`src/rtl/spub_pkg.sv`:
```
package spub_pkg;

   localparam int PTR_BITS_DEFAULT = 8;

   // input item kinds
   localparam logic [1:0] MODE_SPI     = 2'd0;
   localparam logic [1:0] MODE_UART_RX = 2'd1;
   localparam logic [1:0] MODE_UART_TX = 2'd2;
   localparam logic [1:0] MODE_IDLE    = 2'd3;

   // phase bits of the core's phase register
   localparam logic [7:0] PHASE_CMD_BITS  = 8'hC0;
   localparam logic [7:0] PHASE_RLEN_BITS = 8'h30;
   localparam logic [7:0] PHASE_READ      = 8'h02;
   localparam logic [7:0] PHASE_WRITE     = 8'h01;

   localparam logic [3:0] EXIT_LEN = 4'd12;

   typedef struct packed {
      logic [1:0] mode;
      logic [7:0] data_byte;
   } req_type;

   typedef struct packed {
      logic [7:0] spi_reply;
      logic [7:0] uart_tx_byte;
      logic       uart_tx_valid;
      logic       rx_accepted;
      logic       exit_seen;
   } rsp_type;

   // exit string "JMT+ECHO=0" CR LF, one character per index
   function automatic logic [7:0] exit_char(input logic [3:0] idx);
      logic [7:0] c;
      unique case (idx)
         4'd0:    c = 8'h4A;
         4'd1:    c = 8'h4D;
         4'd2:    c = 8'h54;
         4'd3:    c = 8'h2B;
         4'd4:    c = 8'h45;
         4'd5:    c = 8'h43;
         4'd6:    c = 8'h48;
         4'd7:    c = 8'h4F;
         4'd8:    c = 8'h3D;
         4'd9:    c = 8'h30;
         4'd10:   c = 8'h0D;
         4'd11:   c = 8'h0A;
         default: c = 8'h00;
      endcase
      return c;
   endfunction

endpackage

```
`src/rtl/spi_uart_bridge_slave.sv`:
```
// SPI slave / UART bridge. Each req transfer reports one event: an SPI byte
// exchanged (mode 0), a UART byte received (mode 1), a free UART transmit slot
// (mode 2) or nothing (mode 3); each yields exactly one rsp transfer. UART rx
// bytes go into the read ring (dropped when full) and are scanned for the exit
// string; transmit slots drain the write ring. SPI transactions open with a
// command byte (bit 7 read, bit 6 write), then write length, then read length
// (clamped to bytes stored), followed by data bytes; the command and write
// length bytes are answered with the read and write ring counts. An item is
// held in in_ff, then out_ff; one item per cycle is sustained while rsp_ready
// holds, as each ring's single registered read port prefetches the tail entry.
// Ring contents are not cleared at reset and no clearing pass runs; the block
// is ready right after reset.
module spi_uart_bridge_slave #(
   parameter int PTR_BITS = spub_pkg::PTR_BITS_DEFAULT
) (
   input  logic              clock,
   input  logic              reset,
   input  logic              req_valid,
   output logic              req_ready,
   input  spub_pkg::req_type req_data,
   output logic              rsp_valid,
   input  logic              rsp_ready,
   output spub_pkg::rsp_type rsp_data
);

   // input register
   spub_pkg::req_type in_ff;
   logic              in_valid_ff;

   // result register
   spub_pkg::rsp_type out_ff;
   logic              out_valid_ff;

   spub_pkg::rsp_type   result;
   logic                advance;
   logic                rd_ring_we, wr_ring_we;
   logic [PTR_BITS-1:0] rd_ring_waddr, rd_ring_raddr;
   logic [PTR_BITS-1:0] wr_ring_waddr, wr_ring_raddr;
   logic [7:0]          rd_ring_q, wr_ring_q;

   // item moves from input register to result register when the latter frees up
   assign advance   = in_valid_ff && (!out_valid_ff || rsp_ready);
   assign req_ready = !in_valid_ff || advance;

   always_ff @(posedge clock) begin
      if (reset) begin
         in_valid_ff <= 1'b0;
      end else if (req_ready) begin
         in_valid_ff <= req_valid;
      end
   end

   always_ff @(posedge clock) begin
      if (req_valid && req_ready) begin
         in_ff <= req_data;
      end
   end

   always_ff @(posedge clock) begin
      if (reset) begin
         out_valid_ff <= 1'b0;
      end else if (advance) begin
         out_valid_ff <= 1'b1;
      end else if (rsp_ready) begin
         out_valid_ff <= 1'b0;
      end
   end

   always_ff @(posedge clock) begin
      if (advance) begin
         out_ff <= result;
      end
   end

   assign rsp_valid = out_valid_ff;
   assign rsp_data  = out_ff;

   spub_core #(
      .PTR_BITS (PTR_BITS)
   ) u_core (
      .clock         (clock),
      .reset         (reset),
      .advance       (advance),
      .item          (in_ff),
      .rd_ring_q     (rd_ring_q),
      .wr_ring_q     (wr_ring_q),
      .result        (result),
      .rd_ring_we    (rd_ring_we),
      .rd_ring_waddr (rd_ring_waddr),
      .rd_ring_raddr (rd_ring_raddr),
      .wr_ring_we    (wr_ring_we),
      .wr_ring_waddr (wr_ring_waddr),
      .wr_ring_raddr (wr_ring_raddr)
   );

   // UART to SPI
   spub_ring #(
      .PTR_BITS (PTR_BITS)
   ) u_read_ring (
      .clock (clock),
      .we    (rd_ring_we),
      .waddr (rd_ring_waddr),
      .wdata (in_ff.data_byte),
      .raddr (rd_ring_raddr),
      .rdata (rd_ring_q)
   );

   // SPI to UART
   spub_ring #(
      .PTR_BITS (PTR_BITS)
   ) u_write_ring (
      .clock (clock),
      .we    (wr_ring_we),
      .waddr (wr_ring_waddr),
      .wdata (in_ff.data_byte),
      .raddr (wr_ring_raddr),
      .rdata (wr_ring_q)
   );

endmodule

```
`src/rtl/spub_ring.sv`:
```
// Byte ring storage: one write port, one registered read port.
// A write to the address being read is forwarded, so rdata always
// reflects the entry at the last read address after the edge.
module spub_ring #(
   parameter int PTR_BITS = spub_pkg::PTR_BITS_DEFAULT
) (
   input  logic                clock,
   input  logic                we,
   input  logic [PTR_BITS-1:0] waddr,
   input  logic [7:0]          wdata,
   input  logic [PTR_BITS-1:0] raddr,
   output logic [7:0]          rdata
);

   localparam int DEPTH = 1 << PTR_BITS;

   logic [7:0] mem [DEPTH];
   logic [7:0] rdata_ff;

   always_ff @(posedge clock) begin
      if (we) begin
         mem[waddr] <= wdata;
      end
   end

   always_ff @(posedge clock) begin
      if (we && (waddr == raddr)) begin
         rdata_ff <= wdata;
      end else begin
         rdata_ff <= mem[raddr];
      end
   end

   assign rdata = rdata_ff;

endmodule

```
`src/rtl/spub_core.sv`:
```
// Bridge state and the single-pass step logic for one item.
module spub_core #(
   parameter int PTR_BITS = spub_pkg::PTR_BITS_DEFAULT
) (
   input  logic                clock,
   input  logic                reset,
   input  logic                advance,
   input  spub_pkg::req_type   item,
   input  logic [7:0]          rd_ring_q,
   input  logic [7:0]          wr_ring_q,
   output spub_pkg::rsp_type   result,
   output logic                rd_ring_we,
   output logic [PTR_BITS-1:0] rd_ring_waddr,
   output logic [PTR_BITS-1:0] rd_ring_raddr,
   output logic                wr_ring_we,
   output logic [PTR_BITS-1:0] wr_ring_waddr,
   output logic [PTR_BITS-1:0] wr_ring_raddr
);

   localparam logic [PTR_BITS-1:0] PTR_ONE = PTR_BITS'(1);

   logic [7:0]          phase_ff, phase_in;
   logic [7:0]          write_len_ff, write_len_in;
   logic [7:0]          read_len_ff, read_len_in;
   logic [PTR_BITS-1:0] read_head_ff, read_head_in;
   logic [PTR_BITS-1:0] read_tail_ff, read_tail_in;
   logic [PTR_BITS-1:0] write_head_ff, write_head_in;
   logic [PTR_BITS-1:0] write_tail_ff, write_tail_in;
   logic [3:0]          match_ff, match_in;

   logic [7:0] read_count;
   logic [7:0] write_count;
   logic [7:0] read_clamp;
   logic [7:0] read_base;
   logic [7:0] write_dec;
   logic       take_read;

   assign read_count  = 8'(PTR_BITS'(read_head_ff - read_tail_ff));
   assign write_count = 8'(PTR_BITS'(write_head_ff - write_tail_ff));
   assign read_clamp  = (item.data_byte > read_count) ? read_count : item.data_byte;

   always_comb begin
      phase_in      = phase_ff;
      write_len_in  = write_len_ff;
      read_len_in   = read_len_ff;
      read_head_in  = read_head_ff;
      read_tail_in  = read_tail_ff;
      write_head_in = write_head_ff;
      write_tail_in = write_tail_ff;
      match_in      = match_ff;
      result        = '0;
      rd_ring_we    = 1'b0;
      wr_ring_we    = 1'b0;
      take_read     = 1'b0;
      read_base     = 8'h00;
      write_dec     = 8'h00;

      if (advance) begin
         unique case (item.mode)
            spub_pkg::MODE_SPI: begin
               priority if (phase_ff == 8'h00) begin
                  // command byte
                  phase_in         = item.data_byte & spub_pkg::PHASE_CMD_BITS;
                  result.spi_reply = read_count;
               end else if ((phase_ff & spub_pkg::PHASE_CMD_BITS) != 8'h00) begin
                  // write length byte
                  phase_in         = phase_ff >> 2;
                  write_len_in     = item.data_byte;
                  result.spi_reply = write_count;
               end else if ((phase_ff & spub_pkg::PHASE_RLEN_BITS) != 8'h00) begin
                  // read length byte, clamped to what is stored
                  phase_in    = phase_ff >> 4;
                  read_len_in = read_clamp;
                  if (write_len_ff == 8'h00) begin
                     phase_in = phase_in & ~spub_pkg::PHASE_WRITE;
                  end
                  if (read_clamp == 8'h00) begin
                     // nothing loaded: received byte shifts back out
                     phase_in         = phase_in & ~spub_pkg::PHASE_READ;
                     result.spi_reply = item.data_byte;
                  end else begin
                     take_read = 1'b1;
                     read_base = read_clamp;
                  end
               end else begin
                  // data phase
                  if ((phase_ff & spub_pkg::PHASE_READ) != 8'h00) begin
                     take_read = 1'b1;
                     read_base = read_len_ff;
                  end
                  if ((phase_ff & spub_pkg::PHASE_WRITE) != 8'h00) begin
                     wr_ring_we = 1'b1;
                     // full ring: overwrite the free slot, head holds
                     if ((write_head_ff + PTR_ONE) != write_tail_ff) begin
                        write_head_in = write_head_ff + PTR_ONE;
                     end
                     write_dec    = (write_len_ff != 8'h00) ? write_len_ff - 8'd1 : 8'h00;
                     write_len_in = write_dec;
                     if (write_dec == 8'h00) begin
                        phase_in = phase_in & ~spub_pkg::PHASE_WRITE;
                     end
                  end
               end

               if (take_read) begin
                  result.spi_reply = rd_ring_q;
                  if (read_tail_ff != read_head_ff) begin
                     read_tail_in = read_tail_ff + PTR_ONE;
                  end
                  read_len_in = (read_base != 8'h00) ? read_base - 8'd1 : 8'h00;
                  if (read_len_in == 8'h00) begin
                     phase_in = phase_in & ~spub_pkg::PHASE_READ;
                  end
               end
            end

            spub_pkg::MODE_UART_RX: begin
               if ((read_head_ff + PTR_ONE) != read_tail_ff) begin
                  rd_ring_we         = 1'b1;
                  result.rx_accepted = 1'b1;
                  if ((match_ff < spub_pkg::EXIT_LEN) &&
                      (item.data_byte == spub_pkg::exit_char(match_ff))) begin
                     if (match_ff == (spub_pkg::EXIT_LEN - 4'd1)) begin
                        result.exit_seen = 1'b1;
                        match_in         = 4'd0;
                     end else begin
                        match_in = match_ff + 4'd1;
                     end
                  end else begin
                     match_in = 4'd0;
                  end
                  read_head_in = read_head_ff + PTR_ONE;
               end
            end

            spub_pkg::MODE_UART_TX: begin
               if (write_tail_ff != write_head_ff) begin
                  result.uart_tx_byte  = wr_ring_q;
                  result.uart_tx_valid = 1'b1;
                  write_tail_in        = write_tail_ff + PTR_ONE;
               end
            end

            spub_pkg::MODE_IDLE: begin
            end
         endcase
      end
   end

   assign rd_ring_waddr = read_head_ff;
   assign rd_ring_raddr = read_tail_in;
   assign wr_ring_waddr = write_head_ff;
   assign wr_ring_raddr = write_tail_in;

   always_ff @(posedge clock) begin
      if (reset) begin
         phase_ff      <= 8'h00;
         write_len_ff  <= 8'h00;
         read_len_ff   <= 8'h00;
         read_head_ff  <= '0;
         read_tail_ff  <= '0;
         write_head_ff <= '0;
         write_tail_ff <= '0;
         match_ff      <= 4'd0;
      end else begin
         phase_ff      <= phase_in;
         write_len_ff  <= write_len_in;
         read_len_ff   <= read_len_in;
         read_head_ff  <= read_head_in;
         read_tail_ff  <= read_tail_in;
         write_head_ff <= write_head_in;
         write_tail_ff <= write_tail_in;
         match_ff      <= match_in;
      end
   end

endmodule
```
`config.mk`:
```
export PLATFORM = sky130hd
export DESIGN_NAME = spi_uart_bridge_slave
export DESIGN_NICKNAME = d
export VERILOG_FILES = /design/src/rtl/spub_pkg.sv /design/src/rtl/spi_uart_bridge_slave.sv /design/src/rtl/spub_ring.sv /design/src/rtl/spub_core.sv
export SDC_FILE = /design/constraint.sdc
export NUM_CORES = 2
export LEC_CHECK = 0
export BUFFER_PORTS_ARGS = -buffer_cell sky130_fd_sc_hd__clkbuf_2
export CORE_ASPECT_RATIO = 0.9
export CORE_MARGIN = 3
export CORE_UTILIZATION = 25
export DETAILED_ROUTE_END_ITERATION = 16
export PLACE_DENSITY = 0.43
export SYNTH_ARGS = -nofsm -noshare
export SYNTH_HDL_FRONTEND = slang
export SYNTH_MEMORY_MAX_BITS = 65536
export SYNTH_SLANG_ARGS = --single-unit
```
`constraint.sdc`:
```
create_clock -name clock -period 13.4 [get_ports clock]
set_clock_uncertainty 0.05 [all_clocks]
set_input_delay 2.01 -clock clock [delete_from_list [all_inputs] [get_ports clock]]
set_output_delay 2.01 -clock clock [all_outputs]
set_load 0.01 [all_outputs]
```
==> reports/metrics.yaml <==
initial_core_util_pct: 25.2
avgSynthCellArea_um2: 22.5
cts-resized-gates: 0
worstMarginPinSlew_ps: 1280
critical_path_class: "primary input to flip-flop"
worstSkewPairLatency_ps: 1000
crit_path_cell_trace: "clkbuf_2 > nor2b_1 > nand2b_1 > nor2_1 > and3_1 > nor2b_1 > nor2b_1 > nand2_1 > nor2_1"
leakage_nw: 53.9
setup_viol: 0
dieArea_mm2: 0.667
syn-cell-area_mm2: 0.164
cts.sinks: 4210
clockBufferDepth: 4
cpMostUsedCell: "nor2b_1"
num_rows: 281
layoutNonFillerInstCount: 16500
final_nets: 7557
die-width_um: 861
clockRootBuffer: "clkbuf_16"
drv_slew: 0
synth_async_sr_flop_share_pct: 0
die_h_um: 775
peakVddDrop_v: 0.000100
io_buffers: 34
remaining_drc_errors: 0
crit_path_start_kind: "primary input"
synthTopCellsByArea: "edfxtp_1 75%, mux4_2 18%, nor2_1 1.4%, dfxtp_1 1.0%, clkbuf_1 0.56%"
yosysTopAreaCell: "edfxtp_1"
path_clk_slew_ps: 60
cp.required_ps: 13970
antenna_found_initial: 23
track_usage_pct: 12.6
ys_top_cells_by_count: "4125 x edfxtp_1, 1312 x mux4_2, 594 x nor2_1, 247 x clkbuf_1, 112 x buf_2"
final_hold_viol_count: 0
syn_nets: 7369
worstPathMaxFanout: 16
overflow: 0
synth.distinct_cells: 81
finalWirelength_mm: 434
slowest_delay_ps: 890
maxCapViolations: 0
vias: 75500
first_global_vias: 78400
grt_max_degree: 180
grt_setup_unrepaired: "no"
yosysSeqAreaShare_pct: 76.4
synth_edf_count: 4125
syn_to_final_growth_pct: 14.5
io_pins: 35
fmax_mhz: 166
placed_cells: 15700
power_density_mw_per_mm2: 140
yosysWarnings: 0
cts_tree: "yes"
crit_slowest_cell: "nand2_1"
r2r_slack_ps: 7420
period_share_pct: 45.0
wl_per_cell_um: 26.3
status: "finished, final reports clean"
synthFlopType: "edfxtp_1"
drive_gt1_share_pct: 27.2
postCtsSetupRepairBufs: 0
core_area_mm2: 0.653
ys_seq_elements: 4210
h-tree-depth: 5
yosysMostFrequentCell: "edfxtp_1"
vias_per_cell: 4.59
min_path_type: "flip-flop to flip-flop"
arrival_ps: 6600
cts_made_buffers: 405
slew_headroom_pct: 14.4
drt_iter0_drc: 7535
period_needed_ps: 6030
endpoint_kind: "flip-flop"
cts-hold-fix-buffers: 0
drt_first_pass_iters: 6
grt_pass1_wl_mm: 614
tns_ps: 0
postRouteAntennaNets: 0
syn-instance-count: 7313
hpwlAfterDp_mm: 257
place_congestion: 0.770
yosys.area.top_type_share_pct: 75.4
==> routing by layer <==
| metal | GRT usage [%] | part of all wire (%) |
|---|---|---|
| met5 | 0 | 0.0062 |
| met4 | 2.88 | 2.2 |
| met3 | 2.00 | 5.5 |
| met2 | 20.4 | 48 |
| met1 | 18.0 | 45 |
==> layout by cell type (no fill, tap or decap), types with 26 or more instances in the layout <==
master,instances
a211oi_1,26
a21oi_1,70
a22o_1,29
a22oi_1,36
and2_1,26
buf_4,151
bufinv_16,44
clkbuf_1,91
clkbuf_16,414
clkbuf_2,34
clkinv_1,79
clkinv_2,73
dfxtp_1,75
edfxtp_1,4125
ha_1,40
inv_1,45
mux4_2,1312
nand2_1,95
nand3_1,28
nor2_1,593
nor2b_1,31
o21ai_0,58
xnor2_1,38
==> worst max-delay path: cells and delay by family <==
family        cells  cell delay, ps
buf+inv           1              80
simple gates      8            4460
==> power breakdown <==
part / internal [W] / switching (W) / total (W)
Combinational: 0.0000257 / 0.000271 / 0.000297
Clock: 0.00653 / 0.00499 / 0.0115
Sequential: 0.0145 / 0.00000739 / 0.0145
==> final cells by class <==
type | instances | area (um^2)
inverter | 45 | 169
timing repair buffer | 199 | 1580
tap | 8631 | 10800
fill | 63000 | 465000
clock inverter | 228 | 2330
multi-input combinational | 2640 | 36900
antenna | 8 | 20.0
sequential | 4210 | 126000
clock buffer | 510 | 10800
==> logic make-up (layout without fill, tap and decap cells) <==
kind of cell               count (synthesis)  after routing  synth area share, %
and+or+nand+nor                          894            894                 2.34
DFF                                     4210           4210                 76.4
buffers and inverters                    463            982                 1.17
muxes                                   1331           1331                 18.1
other                                      0              8                    0
AOI/OAI and AO/OA                        314            314                 1.32
xor gates and xnor gates                  59             59                0.314
adders and majority gates                 42             42                0.329
==> flip-flops by register name (all words and copies together), names as in the netlist, 10 cells and up, named ones only <==
signal / cells
u_write_ring.mem: 2048
rsp_data: 19
u_read_ring.mem: 2048
in_ff: 10
==> final timing paths <==
kind,start,cells past startpoint,endpoint
setup / recovery,rsp_ready,9,u_write_ring.mem[45][2]
hold / removal,u_core.read_len_ff[6],2,u_core.read_len_ff[6]
setup reg to reg,flip-flop,10,rsp_data[12]
hold reg to reg,u_core.read_len_ff[6],2,u_core.read_len_ff[6]
==> metrics by stage <==
step / area (um^2) / power [W] / util, % / setup slack [ps] / hold WS (ps)
final: 188000 / 0.0263 / 28.8 / 7370 / 439
after detailed placement: 175000 / 0.0151 / 26.8 / 6200 / 429
after CTS: 188000 / 0.0266 / 28.8 / 7320 / 439
after global placement: 175000 / 0.0150 / 26.8 / 6100 / 422
after floorplan: 164000 / 0.0150 / - / 3420 / 382
after global routing: 188000 / 0.0272 / 28.8 / 7070 / 457
Note: power is estimated with default switching activity, not from simulation.
